### src/design/sdtd_pkg.sv
// Package for the slow-data text deframer.
// Holds the sync pattern, header and descrambling constants and message sizes.
// No dependencies.
`default_nettype none

package sdtd_pkg;

  localparam int unsigned TEXT_LEN = 20;
  localparam int unsigned IDX_W    = 5;

  localparam logic [7:0] SYNC_FC = 8'h00;
  localparam logic [7:0] SYNC_A  = 8'h55;
  localparam logic [7:0] SYNC_B  = 8'h2D;
  localparam logic [7:0] SYNC_C  = 8'h16;

  localparam logic [7:0] HDR_BASE = 8'h30;

  localparam logic [7:0] SCR_A = 8'h70;
  localparam logic [7:0] SCR_B = 8'h4F;
  localparam logic [7:0] SCR_C = 8'h93;

  localparam logic [3:0] FIRST_STEP = 4'd1;
  localparam logic [3:0] LAST_STEP  = 4'd8;

  localparam logic [IDX_W-1:0] LAST_IDX = IDX_W'(TEXT_LEN - 1);

endpackage

`default_nettype wire

### src/design/slow_data_text_deframer.sv
// Top level of the slow-data text deframer.
// Depends on sdtd_pkg for constants; holds the 20-byte text memory itself.
//
// Usage:
//   The input channel (in_valid / in_ready) takes one voice frame per word:
//   its frame counter and three slow-data bytes. A frame with counter 0 and
//   the sync bytes 55 2D 16 arms the deframer; frames 1 to 8 must then follow
//   in order, each adding two or three descrambled text bytes to the memory.
//   Frames that do not fit the expected step are dropped without effect.
//   When frame 8 is taken, the output channel (out_valid / out_ready) gives
//   the 20 text bytes in index order, one word each, with out_last_char set
//   on the twentieth.
//   A frame that does not write text is taken directly in the idle state. A
//   text frame is accepted and then its bytes (2 or 3) are written one at a
//   time, as the text memory has a single write port. The readout of a
//   complete message steps through two states per byte, one to issue the
//   memory read and one to present the registered read data. in_ready is
//   low while writing or reading out, so writes and reads of the memory
//   never overlap.
//   Reset disarms the deframer; the text memory is not cleared, since every
//   entry is written before a complete message is read. When the receiver
//   stalls, the current byte holds on the outputs and the readout waits.
`default_nettype none

module slow_data_text_deframer
  import sdtd_pkg::*;
(
  input  wire logic             clk,
  input  wire logic             rst_n,
  input  wire logic             in_valid,
  output logic                  in_ready,
  input  wire logic [7:0]       in_frame_counter,
  input  wire logic [7:0]       in_slow_byte_a,
  input  wire logic [7:0]       in_slow_byte_b,
  input  wire logic [7:0]       in_slow_byte_c,
  output logic                  out_valid,
  input  wire logic             out_ready,
  output logic [IDX_W-1:0]      out_char_index,
  output logic [7:0]            out_char_value,
  output logic                  out_last_char
);

  typedef enum logic [1:0] {
    ST_IDLE,
    ST_WRITE,
    ST_RD_ISSUE,
    ST_RD_SHOW
  } state_t;

  // Control state.
  state_t           state_r, state_nxt;
  logic             armed_r, armed_nxt;
  logic [3:0]       step_r, step_nxt;
  logic [1:0]       wcnt_r, wcnt_nxt;
  logic [1:0]       wlast_r, wlast_nxt;
  logic             done_r, done_nxt;
  logic [IDX_W-1:0] rd_idx_r, rd_idx_nxt;

  // Payload of the frame being written.
  logic [7:0]       wv0_r, wv1_r, wv2_r;
  logic [IDX_W-1:0] wbase_r;

  // Text memory and its registered read port.
  logic [7:0]       text_mem_r [TEXT_LEN];
  logic [7:0]       rd_data_r;

  // Frame decode.
  logic             accept;
  logic             is_sync;
  logic             step_hit;
  logic             odd_step;
  logic [3:0]       step_m1;
  logic [1:0]       pair;
  logic             hdr_ok;
  logic             take;
  logic             complete;
  logic [IDX_W-1:0] base;
  logic [7:0]       dv0, dv1, dv2;

  logic             wr_en;
  logic [IDX_W-1:0] wr_addr;
  logic [7:0]       wr_data;
  logic             rd_en;

  assign in_ready = (state_r == ST_IDLE);
  assign accept   = in_valid && in_ready;

  assign is_sync  = (in_frame_counter == SYNC_FC) && (in_slow_byte_a == SYNC_A) &&
                    (in_slow_byte_b == SYNC_B) && (in_slow_byte_c == SYNC_C);
  assign step_hit = armed_r && (in_frame_counter == {4'd0, step_r});
  assign odd_step = step_r[0];
  assign step_m1  = step_r - 4'd1;
  // Odd and even steps of the same pair share (step - 1) / 2.
  assign pair     = step_m1[2:1];
  assign hdr_ok   = !odd_step || (in_slow_byte_a == (HDR_BASE + {6'd0, pair}));
  assign take     = step_hit && hdr_ok;
  assign complete = !odd_step && (step_r == LAST_STEP);

  // Each pair of frames carries five bytes: two on the odd frame, three on
  // the even one.
  assign base = {1'b0, pair, 2'b00} + {3'd0, pair} + (odd_step ? IDX_W'(0) : IDX_W'(2));

  always_comb begin
    if (odd_step) begin
      dv0 = in_slow_byte_b ^ SCR_B;
      dv1 = in_slow_byte_c ^ SCR_C;
      dv2 = 8'h00;
    end else begin
      dv0 = in_slow_byte_a ^ SCR_A;
      dv1 = in_slow_byte_b ^ SCR_B;
      dv2 = in_slow_byte_c ^ SCR_C;
    end
  end

  always_comb begin
    state_nxt  = state_r;
    armed_nxt  = armed_r;
    step_nxt   = step_r;
    wcnt_nxt   = wcnt_r;
    wlast_nxt  = wlast_r;
    done_nxt   = done_r;
    rd_idx_nxt = rd_idx_r;
    case (state_r)
      ST_IDLE: begin
        if (accept) begin
          if (is_sync) begin
            // Sync restarts the message; stale bytes get overwritten later.
            armed_nxt = 1'b1;
            step_nxt  = FIRST_STEP;
          end else if (take) begin
            wcnt_nxt  = 2'd0;
            wlast_nxt = odd_step ? 2'd1 : 2'd2;
            done_nxt  = complete;
            state_nxt = ST_WRITE;
            if (complete) begin
              armed_nxt = 1'b0;
              step_nxt  = 4'd0;
            end else begin
              step_nxt = step_r + 4'd1;
            end
          end
        end
      end
      ST_WRITE: begin
        wcnt_nxt = wcnt_r + 2'd1;
        if (wcnt_r == wlast_r) begin
          if (done_r) begin
            rd_idx_nxt = '0;
            state_nxt  = ST_RD_ISSUE;
          end else begin
            state_nxt = ST_IDLE;
          end
        end
      end
      ST_RD_ISSUE: begin
        state_nxt = ST_RD_SHOW;
      end
      ST_RD_SHOW: begin
        if (out_ready) begin
          if (rd_idx_r == LAST_IDX) begin
            state_nxt = ST_IDLE;
          end else begin
            rd_idx_nxt = rd_idx_r + IDX_W'(1);
            state_nxt  = ST_RD_ISSUE;
          end
        end
      end
      default: begin
        state_nxt = ST_IDLE;
      end
    endcase
  end

  always_ff @(posedge clk) begin
    if (!rst_n) begin
      state_r  <= ST_IDLE;
      armed_r  <= 1'b0;
      step_r   <= 4'd0;
      wcnt_r   <= 2'd0;
      wlast_r  <= 2'd0;
      done_r   <= 1'b0;
      rd_idx_r <= '0;
    end else begin
      state_r  <= state_nxt;
      armed_r  <= armed_nxt;
      step_r   <= step_nxt;
      wcnt_r   <= wcnt_nxt;
      wlast_r  <= wlast_nxt;
      done_r   <= done_nxt;
      rd_idx_r <= rd_idx_nxt;
    end
  end

  always_ff @(posedge clk) begin
    if (accept && take) begin
      wv0_r   <= dv0;
      wv1_r   <= dv1;
      wv2_r   <= dv2;
      wbase_r <= base;
    end
  end

  // One byte per cycle goes into the memory while in the write state.
  assign wr_en   = (state_r == ST_WRITE);
  assign wr_addr = wbase_r + {3'd0, wcnt_r};
  assign rd_en   = (state_r == ST_RD_ISSUE);

  always_comb begin
    case (wcnt_r)
      2'd0:    wr_data = wv0_r;
      2'd1:    wr_data = wv1_r;
      2'd2:    wr_data = wv2_r;
      default: wr_data = wv0_r;
    endcase
  end

  always_ff @(posedge clk) begin
    if (wr_en) begin
      text_mem_r[wr_addr] <= wr_data;
    end
    if (rd_en) begin
      rd_data_r <= text_mem_r[rd_idx_r];
    end
  end

  assign out_valid      = (state_r == ST_RD_SHOW);
  assign out_char_index = rd_idx_r;
  assign out_char_value = rd_data_r;
  assign out_last_char  = (rd_idx_r == LAST_IDX);

  // The step is 1 to 8 exactly while armed.
  a_step_armed: assert property (@(posedge clk) disable iff (!rst_n)
    armed_r |-> (step_r >= FIRST_STEP && step_r <= LAST_STEP))
    else $error("step out of range while armed");

  a_step_disarmed: assert property (@(posedge clk) disable iff (!rst_n)
    !armed_r |-> (step_r == 4'd0))
    else $error("step not cleared while disarmed");

  // Writes stay within the frame's byte count and the memory.
  a_write_bound: assert property (@(posedge clk) disable iff (!rst_n)
    wr_en |-> (wcnt_r <= wlast_r && wr_addr <= LAST_IDX))
    else $error("text write out of bounds");

  // Readout only starts after a completed message has been written.
  a_read_after_done: assert property (@(posedge clk) disable iff (!rst_n)
    (state_r == ST_WRITE && state_nxt == ST_RD_ISSUE) |-> done_r && !armed_r)
    else $error("readout started without a complete message");

  a_no_input_during_output: assert property (@(posedge clk) disable iff (!rst_n)
    out_valid |-> (!in_ready && rd_idx_r <= LAST_IDX))
    else $error("input taken during readout");

endmodule

`default_nettype wire
### config.mk
export PLATFORM = sky130hd
export DESIGN_NAME = slow_data_text_deframer
export DESIGN_NICKNAME = d
export VERILOG_FILES = /design/src/design/sdtd_pkg.sv /design/src/design/slow_data_text_deframer.sv
export SDC_FILE = /design/constraint.sdc
export NUM_CORES = 1
export LEC_CHECK = 0
export BUFFER_PORTS_ARGS = -buffer_cell sky130_fd_sc_hd__buf_2
export CAP_MARGIN = 10
export CORE_MARGIN = 5
export CORE_UTILIZATION = 60
export DETAILED_ROUTE_END_ITERATION = 8
export GPL_TIMING_DRIVEN = 0
export MAX_ROUTING_LAYER = met4
export PLACE_DENSITY_LB_ADDON = 0.05
export REMOVE_ABC_BUFFERS = 1
export SYNTH_ARGS = -nofsm -noshare
export SYNTH_HDL_FRONTEND = slang
export SYNTH_SLANG_ARGS = --single-unit
### constraint.sdc
create_clock -name clk -period 3.3 [get_ports clk]
set_input_delay 0.165 -clock clk [delete_from_list [all_inputs] [get_ports clk]]
set_output_delay 0.165 -clock clk [all_outputs]
set_load 0.005 [all_outputs]
# Word-level counts from Yosys, hierarchy flattened
# Memories as Yosys holds them, arrays and structs flattened. A register that Yosys moved wholly into a read port is not among the register bits.
# Index checks and enable logic that the tools add are counted.
totals:
  n_memories: 1
  out_inout_bits: 16
  mem_bits_ro: 0
  latch_bits: 0
  mem_bits_rw: 160
  word_cells: 96
  ff_bits: 46
mem_list:
  columns: ["name", "depth", "word_bits", "read_ports", "rd_ports_with_merged_regs", "write_ports", "line", "text"]
  rows:
  - ["text_mem_r", 20, 8, 1, 1, 1, "slow_data_text_deframer.sv:64", "logic [7:0] text_mem_r [TEXT_LEN];"]
classes:
  div_mod_pow: 0
  n_eq_ne: 20
  multipliers: 0
  reduce_logical: 22
  shift: 0
  magnitude_cmp: 0
  add_sub_neg: 8
  n_bitwise: 4
  muxes: 30
op_table:
  columns: ["operator", "n"]
  rows:
  - ["$mux 2", 12]
  - ["$mux 5", 4]
  - ["$mux 8", 2]
  - ["$pmux 8 s2", 1]
  - ["$mux 4", 3]
  - ["$reduce_and 4->1", 3]
  - ["$add 5x2->5", 2]
  - ["$pmux 5 s2", 1]
  - ["$reduce_and 5->1", 2]
  - ["$eq 8x4->1", 1]
  - ["$eq 8x5->1 const B", 1]
  - ["$eq 8x6->1 const B", 1]
  - ["$eq 8x7->1", 1]
  - ["$eq 8x7->1 const B", 1]
  - ["$logic_and 1x1->1", 8]
  - ["$logic_not 8->1", 1]
  - ["$ne 2x1->1 const B", 4]
  - ["$pmux 2 s4", 1]
  - ["$reduce_bool 2->1", 4]
  - ["$add 6x2->7 const A", 1]
  - ["$eq 2x2->1 const B", 3]
  - ["$ne 2x2->1 const B", 3]
  - ["$add 4x2->5", 1]
  - ["$add 5x1->5 const B", 1]
  - ["17 further kinds", 22]

# Depth between registers and ports, before layout
depth:
  ltp_word: 9
  mapped_depth: 9
  mapped_depth_nobuf: 7

# Worst setup path before layout
# OpenSTA, ideal clock, no wires.
synth_path:
  path_kind: "reg-to-reg"
  from: "register step_r[0]"
  to: "register wbase_r[0], enable pin"
  slack_ns: 0.478
  setup_ns: 0.390
  path_stages_with_launch: 7
  arrival_ns: 2.432
  synth_period_minus_slack_ns: 2.822
  cell_sequence: "dfxtp_1 -> clkbuf_1 -> inv_1 -> ha_1 -> xor3_1 -> o41ai_4 -> and4_1"
synth_via:
  elab_chain_cells: 6
synth_lines:
  columns: ["element", "line", "text"]
  rows:
  - ["from (decl)", "slow_data_text_deframer.sv:53", "logic [3:0] step_r, step_nxt;"]
  - ["from (signal assigned)", "slow_data_text_deframer.sv:186", "step_r <= step_nxt;"]
  - ["$sub 3x1->3", "slow_data_text_deframer.sv:92", "assign step_m1 = step_r - 4'd1;"]
  - ["$add 6x2->7", "slow_data_text_deframer.sv:95", "assign hdr_ok = !odd_step || (in_slow_byte_a == (HDR_BASE + {6'd0, pair}));"]
  - ["$eq 8x7->1", "slow_data_text_deframer.sv:95", null]
  - ["$logic_or 1x1->1", "slow_data_text_deframer.sv:95", null]
  - ["$logic_and 1x1->1 (*)", "slow_data_text_deframer.sv:96", "assign take = step_hit && hdr_ok;"]
  - ["$logic_and 1x1->1 (*)", "slow_data_text_deframer.sv:195", "if (accept && take) begin"]
  - ["to (signal assigned)", "slow_data_text_deframer.sv:199", "wbase_r <= base;"]
  - ["to (decl)", "slow_data_text_deframer.sv:61", "logic [IDX_W-1:0] wbase_r;"]
# Every way passes the cells marked *; elsewhere a longest branch is shown, timed or not.
# A chain may end at the register's enable or synchronous reset.

# Worst setup path in the final report
layout_path:
  from: "register step_r[0]"
  to: "register wlast_r[0]"
layout_via:
  elab_chain_cells: 6
layout_lines:
  columns: ["element", "line", "text"]
  rows:
  - ["$sub 3x1->3", "slow_data_text_deframer.sv:92", null]
  - ["$add 6x2->7", "slow_data_text_deframer.sv:95", null]
  - ["$eq 8x7->1", "slow_data_text_deframer.sv:95", null]
  - ["$logic_or 1x1->1", "slow_data_text_deframer.sv:95", null]
  - ["$logic_and 1x1->1", "slow_data_text_deframer.sv:96", null]
  - ["$reduce_and 4->1 (no source line)", null, null]
  - ["to (signal assigned)", "slow_data_text_deframer.sv:188", "wlast_r <= wlast_nxt;"]
  - ["to (decl)", "slow_data_text_deframer.sv:55", "logic [1:0] wlast_r, wlast_nxt;"]
# Several ways; a longest one is shown, not always the timed one.

==> impl_metrics.tcl <==
set metrics [dict create \
    outcome "finished, final reports clean" \
    clockRootBuffer "clkbuf_16" \
    first_global_vias 5028 \
    num_rows 44 \
    wl_per_cell_um 22.9 \
    multi_input_area_mm2 0.00259 \
    clk_pin_slew_ps 60 \
    numCtsBuffers 22 \
    rr_startpoint "step_r[0]$_SDFFE_PN0P_" \
    startpoint "step_r[0]$_SDFFE_PN0P_" \
    num_vias 4933 \
    fp.coreArea_mm2 0.0146 \
    antenna_found_initial 0 \
    cp-start-kind "register" \
    h-tree-depth 1 \
    hp-start "in_slow_byte_a[6]" \
    crit_buf_inv 1 \
    vias_per_cell 6.11 \
    ys.flop_type "edfxtp_1" \
    finalSetupViolCount 0 \
    yosysTopAreaCell "edfxtp_1" \
    grt_pass1_wl_mm 28.8 \
    fmax_mhz 328 \
    end_kind "register" \
    r2r_setup_slack_ps 250 \
    diodes 0 \
    dp_hpwl_mm 12.2 \
    ys_top_cells_by_count "edfxtp_1, mux4_2, nor2_1, nand2_1, o21ai_0" \
    num_io_pins 52 \
    synth.distinct_cells 53 \
    grt_overflow 0 \
    crit_type "reg2reg" \
    die_width_um 132 \
    reg2reg_depth 7 \
    r2r-end "wlast_r[0]$_SDFFE_PN0P_" \
    arrival_ps 3480 \
    synth_area_mm2 0.00899 \
    seq_area_mm2 0.00626 \
    port_buffers 51 \
    yosysWarnings 0 \
    slowest_delay_ps 810 \
    worst_pin_slew_ps 1010 \
    worstSkewPairLatency_ps 500 \
    synth_seq_area_share_pct 69.6 \
    post-route-min-period_ps 3050 \
    syn_inst 532 \
    hold_depth 2 \
    cp_max_fo 45 \
    synth_seq_cells 214 \
    die-height_um 132 \
    final_nets 656 \
    drive_above_1_share_pct 26.0 \
    syn2layout_area_growth_pct 15.2 \
    rsz0062_at_grt "no" \
    synth_edf_count 197 \
    power.density_mw_per_mm2 513 \
    timing.final.hold_violations 0 \
    nFillCells 975 \
    place.gp.congestion 0.867 \
    die_area_mm2 0.0175 \
    cap_viol_max_count 0 \
    routed_wl_mm 18.5 \
    ir_drop_v 0.000444 \
    timing.setup.tns_ps 0 \
    firstDrtPassIters 5 \
    drc 0 \
    initial_utilization_pct 61.4 \
    finalCritPeriodShare_pct 92.3 \
    clkSinkCount 214 \
    leakagePower_nw 3.33 \
    yosysMostFrequentCell "edfxtp_1" \
    grt_max_degree 46 \
    cp_slowest_cell "and4_2" \
    utilization_pct 70.7 \
    cts_tree "yes" \
    fin_skew_ps 10.7 \
    required_ps 3730 \
    synth.area.top_cells "edfxtp_1, mux4_2, dfxtp_1" \
    holdPathEnd "wv0_r[6]$_DFFE_PP_" \
    crit_chain "inv_1 > ha_1 > xor3_1 > o41ai_4 > and4_2 > nand3_1 > a21oi_1" \
    drt_iter0_markers 416 \
    synth_top_area_share_pct 65.8 \
    ant_nets 0 \
    synth.avg_cell_area_um2 16.9 \
    track_usage_pct 22.0 \
    hold_class "in2reg" \
    drv_slew 0 \
    slew_headroom_pct 32.4 \
    async_reset_ff_share_pct 0 \
    critPathTopFamily "simple AND/OR/NAND/NOR gates" \
    clock_path_buffers 3 \
]
[cells in the final DEF (no fill, tap or decap), types with 3 or more instances in the layout]
master         synthesis  layout
dlygate4sd3_1          0      18
edfxtp_1             197     197
clkinv_1               0       4
clkbuf_1              16       3
a21oi_1               16      16
o21ai_1                0       7
buf_2                  6      51
o31ai_1                3       3
nand4_1                4       4
nand3_1                6       6
clkinv_2               0       5
nor4_1                 3       3
nor2_1                47      47
dfxtp_1               17      14
o21ai_0               20      12
buf_4                  0       8
clkbuf_16              0      23
mux2_2                11      11
nor4b_1                3       3
xor2_1                10      10
a22oi_1                8       8
mux2i_1                3       3
inv_1                  9       9
or3_1                  5       5
nand2_1               34      34
nor2b_1                9       9
ha_1                   9       9
xnor2_1                6       6
o211ai_1               3       3
mux4_2                48      48
[how the worst max path moves through the flow]
| stage | endpoint | slack [ps] | depth (start not counted) |
|---|---|---|---|
| finish | wlast_r[0]$_SDFFE_PN0P_ | 250 | 7 |
| global route | wlast_r[0]$_SDFFE_PN0P_ | 30 | 7 |
| CTS | step_r[2]$_SDFFE_PN0P_ | 90 | 7 |
| detailed placement | wlast_r[0]$_SDFFE_PN0P_ | -470 | 7 |
| global placement | out_char_value[5]$_DFFE_PP_ | -1100 | 3 |
| floorplan | out_char_value[0]$_DFFE_PP_ | -170 | 3 |
[kinds of logic after synthesis]
group	Yosys count	synth area share [%]
AO/OA/AOI/OAI	64	4.66
multiplexers	62	13.7
buffers and inverters	36	1.71
adder cells (fa/ha/maj)	10	1.47
XOR/XNOR	17	1.82
flip-flops	214	69.6
AND/OR/NAND/NOR	129	7.03
[registers in the layout, summed over array words and instances (netlist names), 4 cells and up]
signal	count
wv1_r	8
step_r	4
wbase_r	5
wv2_r	8
wv0_r	8
text_mem_r	160
out_char_index	5
out_char_value	8
[through the flow]
step / hold slack [ps] / worst slack (ps) / cell area [um2] / cells / power [mW]
final: 16.4 / 253 / 10400 / 808 / 5.32
after detailed placement: 385 / -471 / 9480 / 749 / 3.03
after CTS: 1.43 / 89.9 / 10300 / 805 / 5.33
after global placement: 377 / -1100 / 9360 / 740 / 3.03
after global routing: 1.15 / 32.9 / 10400 / 808 / 5.45
after floorplan: 275 / -172 / 8870 / 505 / 3.00
[routing by layer]
metal / up-vias / track usage, % / share of wire (%)
li1: 2257 / - / -
met1: 2496 / 33.0 / 45
met2: 154 / 33.2 / 48
met3: 26 / 3.26 / 5.8
met4: 0 / 3.98 / 1.5
met5: - / - / 0
[power breakdown]
part	internal, mW	switching, mW	leakage [nW]	total [mW]
clock	1.35	0.978	0.335	2.32
combinational	0.0406	0.0350	1.10	0.0755
sequential	2.92	0.0000000000648	1.90	2.92
total	4.30	1.01	3.33	5.32
[cell type report]
| class | instances | area share, % |
|---|---|---|
| sequential | 214 | 60.5 |
| multi-input combinational | 282 | 25.0 |
| clock buffer | 26 | 5.67 |
| timing repair buffer | 81 | 5.46 |
| tap | 184 | 2.22 |
| clock inverter | 12 | 0.846 |
| inverter | 9 | 0.326 |
[repair_timing]
action	CTS	global route
hold buffers	18	0
setup endpoints to repair	33	1
gates resized for setup	2	0
buffers inserted	0	3
pin swaps	0	1
hold endpoints to repair	26	0
Power figures use the tool's default switching activity.
